==> src/rtl/core/vfdcd_pkg.sv <==
// Package for the display controller command decoder.
// Transfer structs, access and command codes, and RAM sizing.
// No dependencies.
`default_nettype none

package vfdcd_pkg;

	localparam int RAM_DEPTH = 32;
	localparam int KEY_BYTES = 3;
	localparam int RAM_AW = $clog2(RAM_DEPTH);
	localparam logic [5:0] RAM_LIMIT = 6'(RAM_DEPTH);
	localparam logic [1:0] KEY_LAST = 2'(KEY_BYTES - 1);

	typedef enum logic [1:0] {
		OP_WRITE   = 2'd0,
		OP_READ    = 2'd1,
		OP_KEYSCAN = 2'd2,
		OP_SCAN    = 2'd3
	} op_t;

	typedef enum logic [1:0] {
		CLS_MODE = 2'd0,
		CLS_DATA = 2'd1,
		CLS_DISP = 2'd2,
		CLS_ADDR = 2'd3
	} cls_t;

	typedef enum logic [1:0] {
		TGT_DISPLAY = 2'd0,
		TGT_LED     = 2'd1,
		TGT_KEY     = 2'd2,
		TGT_SWITCH  = 2'd3
	} tgt_t;

	typedef struct packed {
		op_t         cmd;
		logic [7:0]  bus_byte;
		logic        frame_start;
		logic [23:0] key_matrix;
		logic [3:0]  switch_inputs;
		logic [4:0]  scan_address;
	} req_t;

	typedef struct packed {
		logic [7:0] read_data;
		logic       read_valid;
		logic       display_enabled;
		logic [2:0] brightness_level;
		logic [2:0] grid_mode;
		logic [7:0] led_outputs;
	} rsp_t;

	typedef struct packed {
		logic       we;
		logic [4:0] waddr;
		logic [7:0] wdata;
		logic       rd;
		logic       rd_ok;
		logic [4:0] raddr;
	} ram_req_t;

endpackage

`default_nettype wire

==> src/rtl/core/vfdcd_ram.sv <==
// Display RAM: one write and one registered read per cycle.
// Per-entry valid bits give the all-zero reset contents. Uses vfdcd_pkg.
`default_nettype none

module vfdcd_ram
	import vfdcd_pkg::*;
(
	input  wire logic       clk,
	input  wire logic       arst_n,
	input  wire ram_req_t   ram_req,
	output logic [7:0]      rdata_q,
	output logic            hit_q
);

	logic [7:0] mem [RAM_DEPTH];
	logic [RAM_DEPTH-1:0] entry_vld_q;

	always_ff @(posedge clk) begin
		if (ram_req.we) begin
			mem[ram_req.waddr[RAM_AW-1:0]] <= ram_req.wdata;
		end
		if (ram_req.rd && ram_req.rd_ok) begin
			rdata_q <= mem[ram_req.raddr[RAM_AW-1:0]];
		end
	end

	always_ff @(posedge clk or negedge arst_n) begin
		if (!arst_n) begin
			entry_vld_q <= '0;
			hit_q <= 1'b0;
		end else begin
			if (ram_req.we) begin
				entry_vld_q[ram_req.waddr[RAM_AW-1:0]] <= 1'b1;
			end
			if (ram_req.rd) begin
				hit_q <= ram_req.rd_ok && entry_vld_q[ram_req.raddr[RAM_AW-1:0]];
			end
		end
	end

endmodule

`default_nettype wire

==> src/rtl/core/vfdcd_ctrl.sv <==
// Command decode and control registers: pointer, target, mode, dimming,
// LED, key and switch latches. Drives display RAM accesses. Uses vfdcd_pkg.
`default_nettype none

module vfdcd_ctrl
	import vfdcd_pkg::*;
(
	input  wire logic   clk,
	input  wire logic   arst_n,
	input  wire logic   accept,
	input  wire req_t   item,
	output ram_req_t    ram_req,
	output rsp_t        res,
	output logic        is_scan
);

	logic [4:0]  ptr_q, ptr_d;
	tgt_t        tgt_q, tgt_d;
	logic        fixed_q, fixed_d;
	logic [2:0]  mode_q, mode_d;
	logic        disp_on_q, disp_on_d;
	logic [2:0]  dim_q, dim_d;
	logic [7:0]  led_q, led_d;
	logic [23:0] key_q, key_d;
	logic [3:0]  sw_q, sw_d;
	logic [1:0]  kidx_q, kidx_d;
	logic [1:0]  kidx_sat;
	logic [7:0]  rd;
	logic        rv;

	assign kidx_sat = (kidx_q > KEY_LAST) ? KEY_LAST : kidx_q;

	always_comb begin
		ptr_d = ptr_q;
		tgt_d = tgt_q;
		fixed_d = fixed_q;
		mode_d = mode_q;
		disp_on_d = disp_on_q;
		dim_d = dim_q;
		led_d = led_q;
		key_d = key_q;
		sw_d = sw_q;
		kidx_d = kidx_q;
		rd = 8'd0;
		rv = 1'b0;
		is_scan = 1'b0;
		ram_req.we = 1'b0;
		ram_req.waddr = ptr_q;
		ram_req.wdata = item.bus_byte;
		ram_req.rd = 1'b0;
		ram_req.rd_ok = ({1'b0, item.scan_address} < RAM_LIMIT);
		ram_req.raddr = item.scan_address;
		unique case (item.cmd)
			OP_WRITE: begin
				if (item.frame_start) begin
					unique case (cls_t'(item.bus_byte[7:6]))
						CLS_MODE: mode_d = item.bus_byte[2:0];
						CLS_DATA: begin
							tgt_d = tgt_t'(item.bus_byte[1:0]);
							fixed_d = item.bus_byte[2];
							kidx_d = 2'd0;
						end
						CLS_DISP: begin
							disp_on_d = item.bus_byte[3];
							dim_d = item.bus_byte[2:0];
						end
						CLS_ADDR: ptr_d = item.bus_byte[4:0];
					endcase
				end else begin
					unique case (tgt_q)
						TGT_DISPLAY: begin
							ram_req.we = accept && ({1'b0, ptr_q} < RAM_LIMIT);
							if (!fixed_q) begin
								ptr_d = ptr_q + 5'd1;
							end
						end
						TGT_LED: led_d = item.bus_byte;
						TGT_KEY, TGT_SWITCH: ;
					endcase
				end
			end
			OP_READ: begin
				unique case (tgt_q)
					TGT_KEY: begin
						rd = key_q[{kidx_sat, 3'b000} +: 8];
						rv = 1'b1;
						kidx_d = (kidx_sat < KEY_LAST) ? kidx_sat + 2'd1 : kidx_sat;
					end
					TGT_SWITCH: begin
						rd = {4'd0, sw_q};
						rv = 1'b1;
					end
					TGT_DISPLAY, TGT_LED: ;
				endcase
			end
			OP_KEYSCAN: begin
				key_d = item.key_matrix;
				sw_d = item.switch_inputs;
			end
			OP_SCAN: begin
				is_scan = 1'b1;
				rv = ram_req.rd_ok;
				ram_req.rd = accept;
			end
		endcase
		res.read_data = rd;
		res.read_valid = rv;
		res.display_enabled = disp_on_d;
		res.brightness_level = dim_d;
		res.grid_mode = mode_d;
		res.led_outputs = led_d;
	end

	always_ff @(posedge clk or negedge arst_n) begin
		if (!arst_n) begin
			ptr_q <= '0;
			tgt_q <= TGT_DISPLAY;
			fixed_q <= 1'b0;
			mode_q <= '0;
			disp_on_q <= 1'b0;
			dim_q <= '0;
			led_q <= '0;
			key_q <= '0;
			sw_q <= '0;
			kidx_q <= '0;
		end else if (accept) begin
			ptr_q <= ptr_d;
			tgt_q <= tgt_d;
			fixed_q <= fixed_d;
			mode_q <= mode_d;
			disp_on_q <= disp_on_d;
			dim_q <= dim_d;
			led_q <= led_d;
			key_q <= key_d;
			sw_q <= sw_d;
			kidx_q <= kidx_d;
		end
	end

endmodule

`default_nettype wire

==> src/rtl/core/vfd_controller_command_decoder_core.sv <==
// Top level of the display controller command decoder.
// Instantiates vfdcd_ctrl and vfdcd_ram; uses vfdcd_pkg.
//
//   channel | valid     | stall     | payload
//   request | req_valid | req_stall | req (req_t)
//   result  | rsp_valid | rsp_stall | rsp (rsp_t)
//
// One byte per cycle when not stalled; results come in the cycle after transfer.
// State updates and the display RAM write or read happen at request transfer;
// RAM read data is registered in the RAM and selected at the result register.
// Reset clears all control registers and the RAM entry valid bits at once.
// A stalled result holds the request side only while the result register is full.
`default_nettype none

module vfd_controller_command_decoder_core
	import vfdcd_pkg::*;
(
	input  wire logic clk,
	input  wire logic arst_n,
	input  wire logic req_valid,
	output logic      req_stall,
	input  wire req_t req,
	output logic      rsp_valid,
	input  wire logic rsp_stall,
	output rsp_t      rsp
);

	logic     accept;
	ram_req_t ram_req;
	rsp_t     res;
	logic     is_scan;
	logic [7:0] ram_rdata;
	logic     ram_hit;
	logic     valid_s1;
	rsp_t     rsp_s1;
	logic     scan_s1;

	assign req_stall = valid_s1 && rsp_stall;
	assign accept = req_valid && !req_stall;

	vfdcd_ctrl u_ctrl (
		.clk     (clk),
		.arst_n  (arst_n),
		.accept  (accept),
		.item    (req),
		.ram_req (ram_req),
		.res     (res),
		.is_scan (is_scan)
	);

	vfdcd_ram u_ram (
		.clk     (clk),
		.arst_n  (arst_n),
		.ram_req (ram_req),
		.rdata_q (ram_rdata),
		.hit_q   (ram_hit)
	);

	always_ff @(posedge clk or negedge arst_n) begin
		if (!arst_n) begin
			valid_s1 <= 1'b0;
		end else if (!req_stall) begin
			valid_s1 <= req_valid;
		end
	end

	always_ff @(posedge clk) begin
		if (accept) begin
			rsp_s1 <= res;
			scan_s1 <= is_scan;
		end
	end

	always_comb begin
		rsp = rsp_s1;
		if (scan_s1) begin
			rsp.read_data = ram_hit ? ram_rdata : 8'd0;
		end
	end

	assign rsp_valid = valid_s1;

	a_accept_gives_result: assert property (@(posedge clk) disable iff (!arst_n)
		accept |=> rsp_valid)
		else $error("accepted request produced no result");

	a_keyscan_no_read: assert property (@(posedge clk) disable iff (!arst_n)
		(accept && req.cmd == OP_KEYSCAN) |=> !rsp.read_valid)
		else $error("key scan sample returned read data");

	a_invalid_zero: assert property (@(posedge clk) disable iff (!arst_n)
		(rsp_valid && !rsp.read_valid) |-> (rsp.read_data == 8'd0))
		else $error("read data nonzero without read_valid");

	a_write_no_read: assert property (@(posedge clk) disable iff (!arst_n)
		ram_req.we |-> !ram_req.rd)
		else $error("display RAM write and read in one transfer");

endmodule

`default_nettype wire
==> config.mk <==
export PLATFORM = sky130hd
export DESIGN_NAME = vfd_controller_command_decoder_core
export DESIGN_NICKNAME = d
export VERILOG_FILES = /design/src/rtl/core/vfdcd_pkg.sv /design/src/rtl/core/vfdcd_ram.sv /design/src/rtl/core/vfdcd_ctrl.sv /design/src/rtl/core/vfd_controller_command_decoder_core.sv
export SDC_FILE = /design/constraint.sdc
export NUM_CORES = 1
export LEC_CHECK = 0
export BUFFER_PORTS_ARGS = -buffer_cell sky130_fd_sc_hd__buf_2
export CAP_MARGIN = 20
export CORE_MARGIN = 5
export CORE_UTILIZATION = 55
export CTS_BUF_LIST = sky130_fd_sc_hd__clkbuf_8
export DETAILED_ROUTE_END_ITERATION = 10
export GPL_TIMING_DRIVEN = 0
export PLACE_DENSITY_LB_ADDON = 0.08
export SLEW_MARGIN = 20
export SYNTH_ARGS = -nofsm -noshare
export SYNTH_HDL_FRONTEND = slang
export SYNTH_SLANG_ARGS = --single-unit
export TNS_END_PERCENT = 30
==> constraint.sdc <==
create_clock -name clk -period 3.6 [get_ports clk]
set_input_delay 1.08 -clock clk [delete_from_list [all_inputs] [get_ports clk]]
set_output_delay 1.08 -clock clk [all_outputs]
set_load 0.05 [all_outputs]
==> results of run 1 <==
## final cells by class
cell class	instances	area (um2)	share of cell area (%)
Sequential cell	376	10900	63.4
Clock buffer	63	867	5.06
Timing Repair Buffer	68	388	2.26
Inverter	13	48.8	0.285
Multi-Input combinational cell	358	3960	23.1
Tap cell	341	427	2.49
Clock inverter	49	269	1.57
Buffer	56	313	1.83
## through the flow
stage               setup slack (ns)  TNS [ns]
detailed placement            -0.511   -103.44
CTS                            0.140         0
global route                  0.0175         0
finish                         0.141         0
global placement               -1.74   -449.80
floorplan                    0.00341         0
## layer usage
metal / vias to the layer above / share of wire (%) / GRT usage [%]
met5: - / 0.033 / 0
met3: 44 / 6.2 / 4.39
met2: 258 / 52 / 38.2
li1: 3404 / - / -
met1: 4082 / 40 / 29.8
met4: 2 / 1.6 / 5.23
## flip-flops by register name (all words and copies together) (netlist names)
name / count
u_ctrl.kidx_q: 2
u_ctrl.key_q: 24
rsp_valid: 1
scan_s1: 1
u_ctrl.tgt_q: 2
u_ram.mem: 256
u_ctrl.ptr_q: 5
rsp_s1: 8
u_ctrl.sw_q: 4
u_ctrl.disp_on_q: 1
u_ram.hit_q: 1
rsp: 16
u_ctrl.dim_q: 3
u_ctrl.fixed_q: 1
u_ram.entry_vld_q: 32
u_ctrl.mode_q: 3
u_ctrl.led_q: 8
u_ram.rdata_q: 8
## cells in the mapped netlist (all sizes together) (2+ instances only)
library cell	n	share of area (%)
edfxtp	289	57
dfrtp	87	14
mux4	86	13
mux2	71	5.3
nor2	44	1.1
buf	39	1.6
or2	34	1.4
mux2i	20	1.3
nand2	19	0.47
clkbuf	17	0.42
inv	13	0.32
a21oi	12	0.40
o21ai	12	0.40
nand3	10	0.33
nand3b	7	0.35
and2	6	0.25
nor3	5	0.16
ha	4	0.33
nand4b	4	0.23
o22ai	3	0.12
a221oi	2	0.12
nor2b	2	0.082
nor4b	2	0.12
or3	2	0.082
or4	2	0.099
## report_power, final
part | internal [mW] | switching, mW
sequential | 4.94 | 0.122
clock | 1.77 | 1.64
combinational | 0.469 | 0.629
total | 7.18 | 2.39
## timing repair
item	4_1_cts	5_1_grt
setup buffers	0	0
endpoints found under the hold margin	0	0
resized for setup	0	1
endpoints found under the setup margin	0	8
## cell usage in the layout (no fill, tap or decap), drive strengths merged, types with 3 or more instances in the layout
cell / instances
nand3: 10
mux2: 71
or2: 34
and2: 6
mux4: 86
a21oi: 12
nand2: 19
inv: 33
o21ai: 12
nor3: 5
dfrtp: 87
clkinvlp: 3
o22ai: 3
nor2: 44
nand4b: 4
nand3b: 7
edfxtp: 289
clkbuf: 80
ha: 4
buf: 107
mux2i: 20
clkinv: 24
## logic make-up (layout without fill, tap and decap cells)
| kind of cell | count (synthesis) | count (layout) | synth area share (%) |
|---|---|---|---|
| mux | 177 | 177 | 19.4 |
| flops | 376 | 376 | 71.6 |
| fa+ha+maj | 4 | 4 | 0.330 |
| buf+inv | 69 | 249 | 2.38 |
| compound gates | 36 | 36 | 1.46 |
| simple gates | 141 | 141 | 4.92 |
## worst max-delay path: cells and delay by family
kind | cells | cell delay (ns)
buffers and inverters | 2 | 0.28
and+or+nand+nor | 3 | 2.31
## path summary, 6_finish.rpt
check / to / slack (ns) / depth (start not counted)
max: u_ram.mem[25][4] / 0.14 / 5
min: u_ctrl.led_q[2] / 0.45 / 1
max reg2reg: u_ram.mem[25][4] / 0.37 / 6
min reg2reg: u_ram.entry_vld_q[15] / 0.47 / 1
max in group asynchronous: u_ram.entry_vld_q[25] / 2.48 / 2
min in group clk: u_ram.entry_vld_q[15] / 0.47 / 1
==> impl_metrics.yaml, run 1 <==
setup_path:
  critPathMaxStageDelay_ns: 1.00
  cp.arrival_ns: 3.68
  cp-startpoint: "req[42]"
  crit_type: "in -> reg"
  path_cells: "buf_2, buf_2, nor4_2, nand4b_1, nor2_1"
  critPathLaunchType: "primary input"
  crit_fanout: 10
  r2r-start: "rsp_valid"
  crit_top_cell: "buf_2"
  slowest_stage: "nor2_1"
  cp-end-kind: "register"
  critPathRequiredTime_ns: 3.82
placed_design:
  numPortBuffers: 66
  place.gp.congestion: 0.830
  postPlaceCellArea_um2: 16000
  place_hpwl_um: 21900
  numPlacedInstances: 1212
cts:
  cts_made_buffers: 59
  cts_sinks: 376
  cts_tree: "built"
  clk_pin_slew_worst_paths_ns: 0.06
  postCtsHoldBufs: 0
  htreeDepth: 2
  clk-insertion-delay-late_ns: 0.61
  cts.path.max_buffers: 3
  cts_root_buffer: "clkbuf_8"
outcome:
  status: "complete, no violations"
power_and_ir_drop:
  leakage_nw: 6.33
  power_mw: 9.56
  powerDensity_nw_per_um2: 559
  vdd_drop_max_mv: 0.468
sta:
  min_period_ns: 3.46
  finalHoldViolations: 0
  fin_hold_ws_ns: 0.451
  max_freq_mhz: 289
  relSlewSlack_pct: 32.7
  finalSetupViolations: 0
  worst_slew_pin_slew_ns: 1.01
  clock_skew_ns: 0.0396
  rsz0062_at_grt: "false"
  drv_slew: 0
  post-route-period-util_pct: 96.1
floorplanning:
  die_h_um: 176
  initial_core_util_pct: 56.1
  pin_count: 74
  core_um2: 27000
  die_w_um: 176
  die-area_um2: 31000
  rows: 60
synth:
  yosysWarningCount: 0
  syn_area_um2: 15200
  avgSynthCellArea_um2: 18.9
  synth_seq_cells: 376
  synth_cell_types: 39
  seq_area_frac_synth_pct: 71.6
  synth_cells: 803
  syn_nets: 855
  synth_edf_count: 289
  synthFlopType: "edfxtp_1"
  async_reset_ff_share_pct: 23.1
finish:
  final_cells: 1324
  diodes: 0
  fillers: 1936
  drive_above_1_share_pct: 38.5
  nets: 984
  fin_area_um2: 17100
  syn2layout_area_growth_pct: 12.9
  utilization_pct: 63.4
routing:
  dr.pass1.iters: 5
  drcViolationCount: 0
  detail_route.wl_per_cell_um: 25.3
  vias: 7790
  drt_iter0_drc: 543
  drtAntennaViolNets: 0
  wl_um: 33500
  vias_per_cell: 5.88
grt:
  antenna_found_initial: 1
  gr-total-overflow: 0
  grt_max_degree: 55
  grt_pass1_wl_um: 51300
  grt.total_usage_pct: 22.2
  grt_pass1_vias: 8426
hold_path:
  hold_path_class: "in -> async"
flow_run:
  drv_cap: 0
Note: power is estimated with default switching activity, not from simulation.
==> run 2, diff against run 1 <==
- GPL_TIMING_DRIVEN: 0 -> default
- SLEW_MARGIN: 20 -> default
==> run 2 against run 1 <==
Critical path depth down 1. Fmax up 16%. Sequential share of layout area down 0.47 points.
==> impl_metrics.yaml, run 2 (synthesis gave the netlist of run 1 again) <==
floorplanning:
  core_um2: 27000
  die_h_um: 176
  initial_core_util_pct: 56.1
  die-area_um2: 31000
  die_w_um: 176
  pin_count: 74
  rows: 60
grt:
  grt_max_degree: 56
  met2_usage_pct: 35.9
  grt_pass1_wl_um: 51100
  grt_pass1_vias: 8374
  grt-busiest-layer: "met2"
  antenna_found_initial: 1
  grt.total_usage_pct: 22.1
  use_met1_pct: 31.0
  use_met3_pct: 5.27
  gr-total-overflow: 0
routing:
  dr.pass1.iters: 5
  drt_iter0_drc: 509
  vias_per_cell: 5.85
  drtAntennaViolNets: 0
  vias: 7731
  drcViolationCount: 0
  detail_route.wl_per_cell_um: 24.9
  wl_um: 33000
cts:
  cts_tree: "built"
  clk-insertion-delay-late_ns: 0.59
  cts_made_buffers: 60
  postCtsHoldBufs: 0
  cts_sinks: 376
  post_cts_buffers: 0
  cts_root_buffer: "clkbuf_8"
  htreeDepth: 2
  cts.path.max_buffers: 3
  clk_pin_slew_worst_paths_ns: 0.06
  cts-resized-gates: 0
setup_path:
  cp_num_buf_inv: 1
  r2r-end: "u_ram.mem[16][7]"
  r2r-start: "u_ctrl.tgt_q[1]"
  path_cells: "and2_1, nand2_1, o21ai_0, buf_2"
  crit_fanout: 10
  critPathTopFamily: "flip-flops"
  r2r_setup_slack_ns: 1.35
  critPathRequiredTime_ns: 2.52
  critPathLaunchType: "register"
  cp-end-kind: "primary output"
  cp.arrival_ns: 1.90
  crit_type: "reg -> out"
  slowest_stage: "edfxtp_1"
  reg2reg_depth: 4
  critPathMaxStageDelay_ns: 0.48
sta:
  finalSetupViolations: 0
  min_period_ns: 2.98
  worst_slew_pin_slew_ns: 0.792
  max_freq_mhz: 336
  post-route-period-util_pct: 82.7
  fin_ws_ns: 0.621
  rsz0062_at_grt: "false"
  clock_skew_ns: 0.0149
  finalHoldViolations: 0
  final.setup.tns_ns: 0
  relSlewSlack_pct: 47.2
  drv_slew: 0
hold_path:
  hold_start: "u_ram.entry_vld_q[18]"
  whs_endpoint: "u_ram.entry_vld_q[18]"
  worstHoldPathCells: 1
  hold_path_class: "reg -> reg"
placed_design:
  place.gp.congestion: 0.794
  dp_worst_setup_slack_ns: 0.406
  numPortBuffers: 73
  place_hpwl_um: 20600
finish:
  mostFrequentLayoutCells: "edfxtp_1 (289), dfrtp_1 (87), mux4_2 (86)"
  syn2layout_area_growth_pct: 13.7
  fillers: 1906
  diodes: 0
  nets: 983
  utilization_pct: 63.8
  largest_reg_flops: 256
  final_common_cell: "edfxtp_1"
  drive_above_1_share_pct: 40.6
power_and_ir_drop:
  powerDensity_nw_per_um2: 555
  leakage_nw: 6.45
  vdd_drop_max_mv: 0.317
outcome:
  status: "complete, no violations"
flow_run:
  drv_cap: 0
run 2: metal layers:
layer	routed length (um)	share of wire (%)	vias up
met4	567	1.7	0
met3	2250	6.8	47
met1	13800	42	4032
met5	0	0	-
met2	16300	49	254
li1	-	-	3398
run 2: area by class of cell:
type	instances	area [um2]	share of cell area, %
well taps	341	427	2.47
clock inverters	40	188	1.09
inverters	13	48.8	0.283
repair buffers	122	788	4.57
multi-input cells	358	3960	22.9
clock buffers	72	991	5.74
flip-flops and latches	376	10900	62.9
run 2: where the power goes:
group,internal (mW),total [mW],switching [mW]
Clock,1.88,3.49,1.61
Sequential,4.94,5.12,0.188
Combinational,0.444,0.961,0.517
run 2: worst register-to-register path, stage by stage (launching register included):
cell	delay [ns]
dfrtp_1	0.44
nor4_2	0.49
nand4b_1	0.50
nor2_1	0.24
buf_4	0.26
run 2: worst max path at each step:
stage / start / to / slack [ns] / cells past startpoint
floorplan: req_valid / u_ram.mem[10][0] / 0.003 / 5
global placement: req[0] / u_ram.rdata_q[2] / 0.43 / 5
detailed placement: req[0] / u_ram.rdata_q[1] / 0.41 / 5
CTS: scan_s1 / rsp[16] / 0.58 / 4
global route: scan_s1 / rsp[16] / 0.50 / 4
finish: scan_s1 / rsp[16] / 0.62 / 4
run 2: stage by stage:
step                      instances  area [um2]  power [mW]  hold WS (ns)
after floorplan                 803       15200        5.87         0.434
after global placement         1210       16100        6.13         0.444
after detailed placement       1210       16100        6.18         0.453
after CTS                      1322       17300        9.66         0.467
after global routing           1322       17300        9.99         0.479
final                          1322       17300        9.57         0.464
